<file path="src/rtl/core/rrid_pkg.sv">
// Shared constants and types for the round-robin interrupt distributor.
package rrid_pkg;

   // Number of interrupt lines and CPUs the router serves
   localparam int LINE_COUNT = 16;
   localparam int CPU_COUNT  = 4;

   // CPUs that exist, limited to one affinity nibble
   localparam logic [3:0] CPU_EXIST_MASK =
      (CPU_COUNT >= 4) ? 4'hF : 4'((1 << CPU_COUNT) - 1);

   // Line two is never serviced
   localparam logic [3:0]  SKIP_LINE = 4'd2;

   // Pointer value meaning "before the first CPU"
   localparam logic [2:0]  PTR_RESET = 3'b111;

   // Register reset values
   localparam logic [15:0] LOCAL_MASK_RESET  = 16'h1187;
   localparam logic [63:0] AFFINITY_RESET    = 64'hFFFF_FFFF_FFFF_FFFF;
   localparam logic [3:0]  ACTIVE_CPUS_RESET = 4'h1;

   // Configuration register indexes
   localparam logic [1:0] CSR_LOCAL_MASK  = 2'd0;
   localparam logic [1:0] CSR_AFFINITY    = 2'd1;
   localparam logic [1:0] CSR_ACTIVE_CPUS = 2'd2;

   // Fields of one routing result
   typedef struct packed {
      logic [3:0] line_number;
      logic [1:0] target_cpu;
      logic       send_ipi;
      logic       nothing_pending;
      logic       last;
   } result_type;

endpackage

</file>
<file path="src/rtl/core/rrid_pick.sv">
// Round-robin CPU picker: next allowed CPU after the previous pick, wrapping.
module rrid_pick (
   input  logic [2:0] prev_cpu,
   input  logic [3:0] allowed,
   output logic [1:0] cpu
);

   logic [1:0] start;
   logic [3:0] upper;

   // Return the index of the lowest set bit
   function automatic logic [1:0] lowest_bit(input logic [3:0] bits);
      logic [1:0] idx;
      idx = 2'd0;
      for (int i = 3; i >= 0; i--) begin
         if (bits[i]) idx = 2'(i);
      end
      return idx;
   endfunction

   // Start past the previous pick; an out-of-range pointer starts at CPU 0
   assign start = (prev_cpu >= 3'd3) ? 2'd0 : 2'(prev_cpu + 3'd1);
   assign upper = allowed & (4'hF << start);

   // Take the first allowed CPU at or above start, else wrap to the lowest
   always_comb begin
      if (upper != 4'h0) begin
         cpu = lowest_bit(upper);
      end else begin
         cpu = lowest_bit(allowed);
      end
   end

endmodule

</file>
<file path="src/rtl/core/round_robin_interrupt_distributor.sv">
// Top level: scans a pending vector line by line and routes each pending interrupt but SKIP_LINE.
//
//   channel  direction  handshake              payload
//   req      in         req_tvalid/req_tready  tdata: pending_vector
//   rsp      out        rsp_tvalid/rsp_tready  tdata: line, cpu, ipi; tuser; tlast
//   csr      in         csr_we                 csr_index, csr_wdata
//
// The sequencer visits one line per cycle, from line 0 up to the highest pending
// line, and holds on a pending line while the result register is stalled by
// rsp_tready. A new vector is taken once the last result has been loaded into
// the output register.
// Reset is synchronous; it restores the state and configuration registers and sets every line's
// round-robin pointer to "before the first CPU".
module round_robin_interrupt_distributor (
   input  logic        clock,
   input  logic        reset,
   // pending_vector [15:0]
   input  logic [15:0] req_tdata,
   input  logic        req_tvalid,
   output logic        req_tready,
   // line_number [3:0], target_cpu [5:4], send_ipi [6], zero [7]
   output logic [7:0]  rsp_tdata,
   // nothing_pending [0]
   output logic        rsp_tuser,
   output logic        rsp_tlast,
   output logic        rsp_tvalid,
   input  logic        rsp_tready,
   input  logic        csr_we,
   input  logic [1:0]  csr_index,
   input  logic [63:0] csr_wdata
);

   typedef enum logic [0:0] {
      ST_IDLE,
      ST_SCAN
   } state_type;

   state_type          state_ff, state_in;
   logic [15:0]        rem_ff, rem_in;
   logic [3:0]         line_ff, line_in;
   logic               none_ff, none_in;
   logic [2:0]         ptr_ff [rrid_pkg::LINE_COUNT];
   logic               ptr_we;
   logic [1:0]         ptr_wdata;
   logic [15:0]        local_mask_ff;
   logic [63:0]        affinity_ff;
   logic [3:0]         active_ff;
   rrid_pkg::result_type res_ff, res_in;
   logic               valid_ff, valid_in;

   logic               slot_free;
   logic [15:0]        rem_clr;
   logic [3:0]         allowed;
   logic [1:0]         picked;
   logic               req_beat;

   assign req_tready = (state_ff == ST_IDLE);
   assign req_beat   = req_tvalid && req_tready;
   assign slot_free  = !valid_ff || rsp_tready;

   // Allowed CPUs for the line under scan
   assign allowed = affinity_ff[{line_ff, 2'b00} +: 4] & active_ff & rrid_pkg::CPU_EXIST_MASK;
   assign rem_clr = rem_ff & ~(16'h0001 << line_ff);

   rrid_pick u_pick (
      .prev_cpu (ptr_ff[line_ff]),
      .allowed  (allowed),
      .cpu      (picked)
   );

   // Sequencer: step through lines, emit one beat per pending line, or one nothing_pending beat if none
   always_comb begin
      state_in  = state_ff;
      rem_in    = rem_ff;
      line_in   = line_ff;
      none_in   = none_ff;
      res_in    = res_ff;
      valid_in  = valid_ff && !rsp_tready;
      ptr_we    = 1'b0;
      ptr_wdata = picked;
      unique case (state_ff)
         ST_IDLE: begin
            if (req_beat) begin
               rem_in   = req_tdata & ~(16'h0001 << rrid_pkg::SKIP_LINE);
               none_in  = (rem_in == 16'h0000);
               line_in  = 4'd0;
               state_in = ST_SCAN;
            end
         end
         ST_SCAN: begin
            if (none_ff) begin
               if (slot_free) begin
                  res_in          = '0;
                  res_in.nothing_pending = 1'b1;
                  res_in.last     = 1'b1;
                  valid_in        = 1'b1;
                  state_in        = ST_IDLE;
               end
            end else if (!rem_ff[line_ff]) begin
               line_in = line_ff + 4'd1;
            end else if (slot_free) begin
               res_in.line_number     = line_ff;
               res_in.nothing_pending = 1'b0;
               res_in.last            = (rem_clr == 16'h0000);
               if (!local_mask_ff[line_ff] && allowed != 4'h0) begin
                  ptr_we             = 1'b1;
                  res_in.target_cpu  = picked;
                  res_in.send_ipi    = (picked != 2'd0);
               end else begin
                  res_in.target_cpu  = 2'd0;
                  res_in.send_ipi    = 1'b0;
               end
               valid_in = 1'b1;
               rem_in   = rem_clr;
               line_in  = line_ff + 4'd1;
               if (rem_clr == 16'h0000) state_in = ST_IDLE;
            end
         end
         default: state_in = ST_IDLE;
      endcase
   end

   // Hold state, pointers, registers and the output beat
   always_ff @(posedge clock) begin
      if (reset) begin
         state_ff      <= ST_IDLE;
         valid_ff      <= 1'b0;
         none_ff       <= 1'b0;
         line_ff       <= 4'd0;
         rem_ff        <= 16'h0000;
         local_mask_ff <= rrid_pkg::LOCAL_MASK_RESET;
         affinity_ff   <= rrid_pkg::AFFINITY_RESET;
         active_ff     <= rrid_pkg::ACTIVE_CPUS_RESET;
         for (int i = 0; i < rrid_pkg::LINE_COUNT; i++) begin
            ptr_ff[i] <= rrid_pkg::PTR_RESET;
         end
      end else begin
         state_ff <= state_in;
         valid_ff <= valid_in;
         none_ff  <= none_in;
         line_ff  <= line_in;
         rem_ff   <= rem_in;
         if (ptr_we) ptr_ff[line_ff] <= {1'b0, ptr_wdata};
         if (csr_we) begin
            unique case (csr_index)
               rrid_pkg::CSR_LOCAL_MASK:  local_mask_ff <= csr_wdata[15:0];
               rrid_pkg::CSR_AFFINITY:    affinity_ff   <= csr_wdata;
               rrid_pkg::CSR_ACTIVE_CPUS: active_ff     <= csr_wdata[3:0];
               default: ;
            endcase
         end
      end
      res_ff <= res_in;
   end

   // Pack the result beat
   assign rsp_tvalid = valid_ff;
   assign rsp_tdata  = {1'b0, res_ff.send_ipi, res_ff.target_cpu, res_ff.line_number};
   assign rsp_tuser  = res_ff.nothing_pending;
   assign rsp_tlast  = res_ff.last;

endmodule
</file>
<file path="config.mk">
export PLATFORM = sky130hd
export DESIGN_NAME = round_robin_interrupt_distributor
export DESIGN_NICKNAME = d
export VERILOG_FILES = /design/src/rtl/core/rrid_pkg.sv /design/src/rtl/core/rrid_pick.sv /design/src/rtl/core/round_robin_interrupt_distributor.sv
export SDC_FILE = /design/constraint.sdc
export NUM_CORES = 1
export LEC_CHECK = 0
export BUFFER_PORTS_ARGS = -buffer_cell sky130_fd_sc_hd__buf_2
export CAP_MARGIN = 20
export CORE_MARGIN = 4
export CORE_UTILIZATION = 45
export CTS_CLUSTER_SIZE = 14
export DETAILED_ROUTE_END_ITERATION = 10
export GPL_TIMING_DRIVEN = 0
export PLACE_DENSITY = 0.73
export SYNTH_ARGS = -nofsm -noshare
export SYNTH_HDL_FRONTEND = slang
export SYNTH_SLANG_ARGS = --single-unit
</file>
<file path="constraint.sdc">
create_clock -name clock -period 4.86 [get_ports clock]
set_input_delay 0.729 -clock clock [delete_from_list [all_inputs] [get_ports clock]]
set_output_delay 0.729 -clock clock [all_outputs]
set_load 0.03 [all_outputs]
</file>
==> results.md <==
* RSZ-0062 raised after global routing: false
* Worst stage delay on the critical path at 0.59 ns
* Die X-Extent at 140 um
* FMAX at 261 MHz
* Hold Crit Endpoint: rsp_tuser
* GRT Total Usage at 21.5%
* Reg2reg path depth at 12
* Antenna diode count at 0
* Core area at 17200 sq um
* Post-synth EDFFs at 41
* Antenna violations before repair at 0
* Synth Area per Inst at 9.53 sq um
* Final Cycle Share at 78.8%
* Pin count of the biggest net entering global routing at 17
* Family with the most delay on the worst path: multiplexers
* Async set-reset flop share out of synthesis at 0%
* Clock transition at path regs at 0.06 ns
* VDD IR-drop max at 0.210 mV
* Drt total wl at 21100 um
* # rows at 48
* Detailed Routing Iterations Pass 1 at 5
* CTS Buffer Depth at 2
* Drt via density at 5.61
* Hold path cells at 0
* Area share of the largest cell type after synthesis at 32.2%
* Worst Max-Slew Pin Slew at 0.663 ns
* Sequential share of the synthesized area at 47.8%
* Hold-fix buffers, CTS at 0
* Leakage at 3.67 nW
* Worst Path Arrival at 3.98 ns
* Die Footprint at 19700 sq um
* Outcome: completed
* Total congestion overflow at 0
* Vias in the first global route at 6534
* Root buffer cell: clkbuf_16
* # setup viols final at 0
* TritonCTS Sinks at 168
* Hpwl dp at 15800 um
* PD cells at 342 nW/um^2
* Mapped cell area at 7900 sq um
* Kind of critical path: register to register
* Reg2Reg Setup Slack at 1.03 ns
* Crit path launch type: register
* Setup bufs post-CTS at 0
* Number of buffers inserted by port buffering at 96
* Setup TNS at 0 ns
* Max Cap Violations at 0
* Post-CTS sizing at 0
* Flops & latches, synth at 168
* Crit path top cell by count: buf_6
* Slowest stage cell on the critical path: mux4_1
* Initial drt markers at 496
* Skew final at 0.00708 ns
* Worst Hold Class: register to register
* Synth area leader: dfxtp_1
* IO Count at 99
* DRC viols at 0
* Synth-to-layout area growth at 16.9%
* Die extent in y at 140 um
* Library cells used by synthesis at 68
* Critical-path cell list: buf_6 > buf_8 > mux4_1 > mux4_2 > ha_1 > nand2b_1 > or4b_1 > a32oi_2 > a41oi_4 > nand4_4 > buf_6 > o21ai_1
* Layout cells sized above 1 at 20.0%
* NumNets Final at 1039
* Synth top area cells: dfxtp_1, edfxtp_1, nand2_1
* Warnings from Yosys at 0
* Initial core utilization at 45.8%
* Final Hold Slack at 0.443 ns
* Clock Latency Late Sink at 0.43 ns
* Final ANT Viol Nets at 0
* Reg-to-Reg End: ptr_ff[8][1]
* Slew headroom at 55.7%
* Slew Limit Fails at 0
* Number of CTS-inserted buffers at 17
* Hold_sp: none_ff
* Routed len/inst at 17.8 um
* Synth Flop Type: dfxtp_1
* Fin crit period at 3.83 ns
* Buffers plus inverters on the worst setup path at 3
* Final hold vios at 0
* Vias at 6628
* Worst path required time at 5.02 ns
* CTS tree: built
* Depth of the CTS H-tree at 4
* Critical path capture point type: register
* First-pass GRT wire length at 33400 um
* Crit-path max FO at 10
* Syn Nets at 923
* Cells after Synth at 829
* GPL Wtd Cong at 0.879
[registers in the layout, indices dropped and copies added (netlist names), named ones only]
register	cells
rsp_tdata	7
rsp_tuser	1
state_ff	1
rsp_tvalid	1
active_ff	4
local_mask_ff	16
none_ff	1
rsp_tlast	1
rem_ff	16
affinity_ff	64
line_ff	4
ptr_ff	48
[power by group]
part / leakage, nW / switching (W) / internal (W)
clock: 0.289 / 0.000531 / 0.000766
sequential: 1.44 / 0.0000339 / 0.00150
combinational: 1.94 / 0.000188 / 0.000135
total: 3.67 / 0.000753 / 0.00240
[cell families (layout without fill, tap and decap cells)]
| group | Yosys count | count (layout) | share of synthesized area (%) |
|---|---|---|---|
| AO/OA/AOI/OAI | 161 | 161 | 13.9 |
| XOR/XNOR | 2 | 2 | 0.222 |
| buffers and inverters | 72 | 200 | 5.07 |
| multiplexers | 68 | 68 | 12.0 |
| AND/OR/NAND/NOR | 350 | 350 | 19.9 |
| adder cells (fa/ha/maj) | 7 | 7 | 1.11 |
| other | 1 | 1 | 0.0475 |
| flip-flops | 168 | 168 | 47.8 |
[layer usage]
metal  up-vias  share of wire (%)  global-route usage, %
li1       3194                  -                      -
met1      3158                 43                   28.4
met2       234                 49                   35.0
met3        42                6.1                   4.23
met4         0                2.7                   8.01
met5         -                  0                      0
[layout make-up]
| cell class | instances | area, sq um |
|---|---|---|
| fill | 1577 | 8000 |
| sequential | 168 | 3770 |
| multi-input combinational | 589 | 3720 |
| clock buffer | 23 | 498 |
| timing repair buffer | 97 | 488 |
| buffer | 63 | 367 |
| tap | 225 | 282 |
| clock inverter | 8 | 67.6 |
| inverter | 9 | 33.8 |
[Yosys cell counts, types with 3 or more instances]
cell type  instances
buf_2              7
nor4_1             3
o22ai_1            3
o21ai_1           44
nand3_1           76
clkbuf_1          28
buf_1             13
nor2_1            20
a22oi_1           16
a21oi_1           29
nor3_1             3
a32o_1             5
mux2_2             3
mux4_2            19
nand2_1          213
a21o_1             6
nand3b_1           3
inv_1              5
nand4_1            5
dfxtp_1          127
mux2i_1           43
inv_2              4
nand2b_1           3
nor2b_1            8
edfxtp_1          41
buf_6             10
o22a_1            17
ha_1               7
o21ai_0           20
[placed cells by master, fill, tap and decap left out, types with 19 or more instances in the layout]
master,Yosys,final
buf_2,7,103
mux4_2,19,19
nand3_1,76,76
dfxtp_1,127,127
o21ai_1,44,44
edfxtp_1,41,41
a21oi_1,29,29
nor2_1,20,20
o21ai_0,20,20
nand2_1,213,213
mux2i_1,43,43
clkbuf_1,28,29
[worst register-to-register path, cell delays in order (launching register included)]
cell,delay (ns)
dfxtp_1,0.37
buf_6,0.15
buf_8,0.15
mux4_1,0.59
mux4_2,0.50
ha_1,0.30
nand2b_1,0.15
or4b_1,0.50
a32oi_2,0.30
a41oi_4,0.09
nand4_4,0.19
buf_6,0.17
o21ai_1,0.09
[worst max-delay path by stage]
stage	slack, ns	endpoint	cells past startpoint	start
after floorplan	1.49	ptr_ff[3][0]	12	register
after global placement	1.09	ptr_ff[4][1]	12	register
after detailed placement	1.09	ptr_ff[5][1]	12	register
after CTS	1.04	ptr_ff[5][1]	12	register
after global routing	0.88	ptr_ff[10][1]	13	register
final	1.03	ptr_ff[8][1]	12	register
[metrics by stage]
| stage | cell area, sq um | instances | total power, W | worst slack, ns | util [%] |
|---|---|---|---|---|---|
| 2_1_floorplan | 7900 | 829 | 0.00177 | 1.49 | - |
| 3_3_place_gp | 8660 | 1150 | 0.00188 | 1.09 | 50.2 |
| 3_5_place_dp | 8660 | 1150 | 0.00188 | 1.09 | 50.2 |
| 4_1_cts | 9230 | 1181 | 0.00316 | 1.04 | 53.5 |
| 5_1_grt | 9230 | 1182 | 0.00326 | 0.876 | 53.6 |
| 6_report | 9230 | 1182 | 0.00315 | 1.03 | 53.6 |
Power figures use the tool's default switching activity.
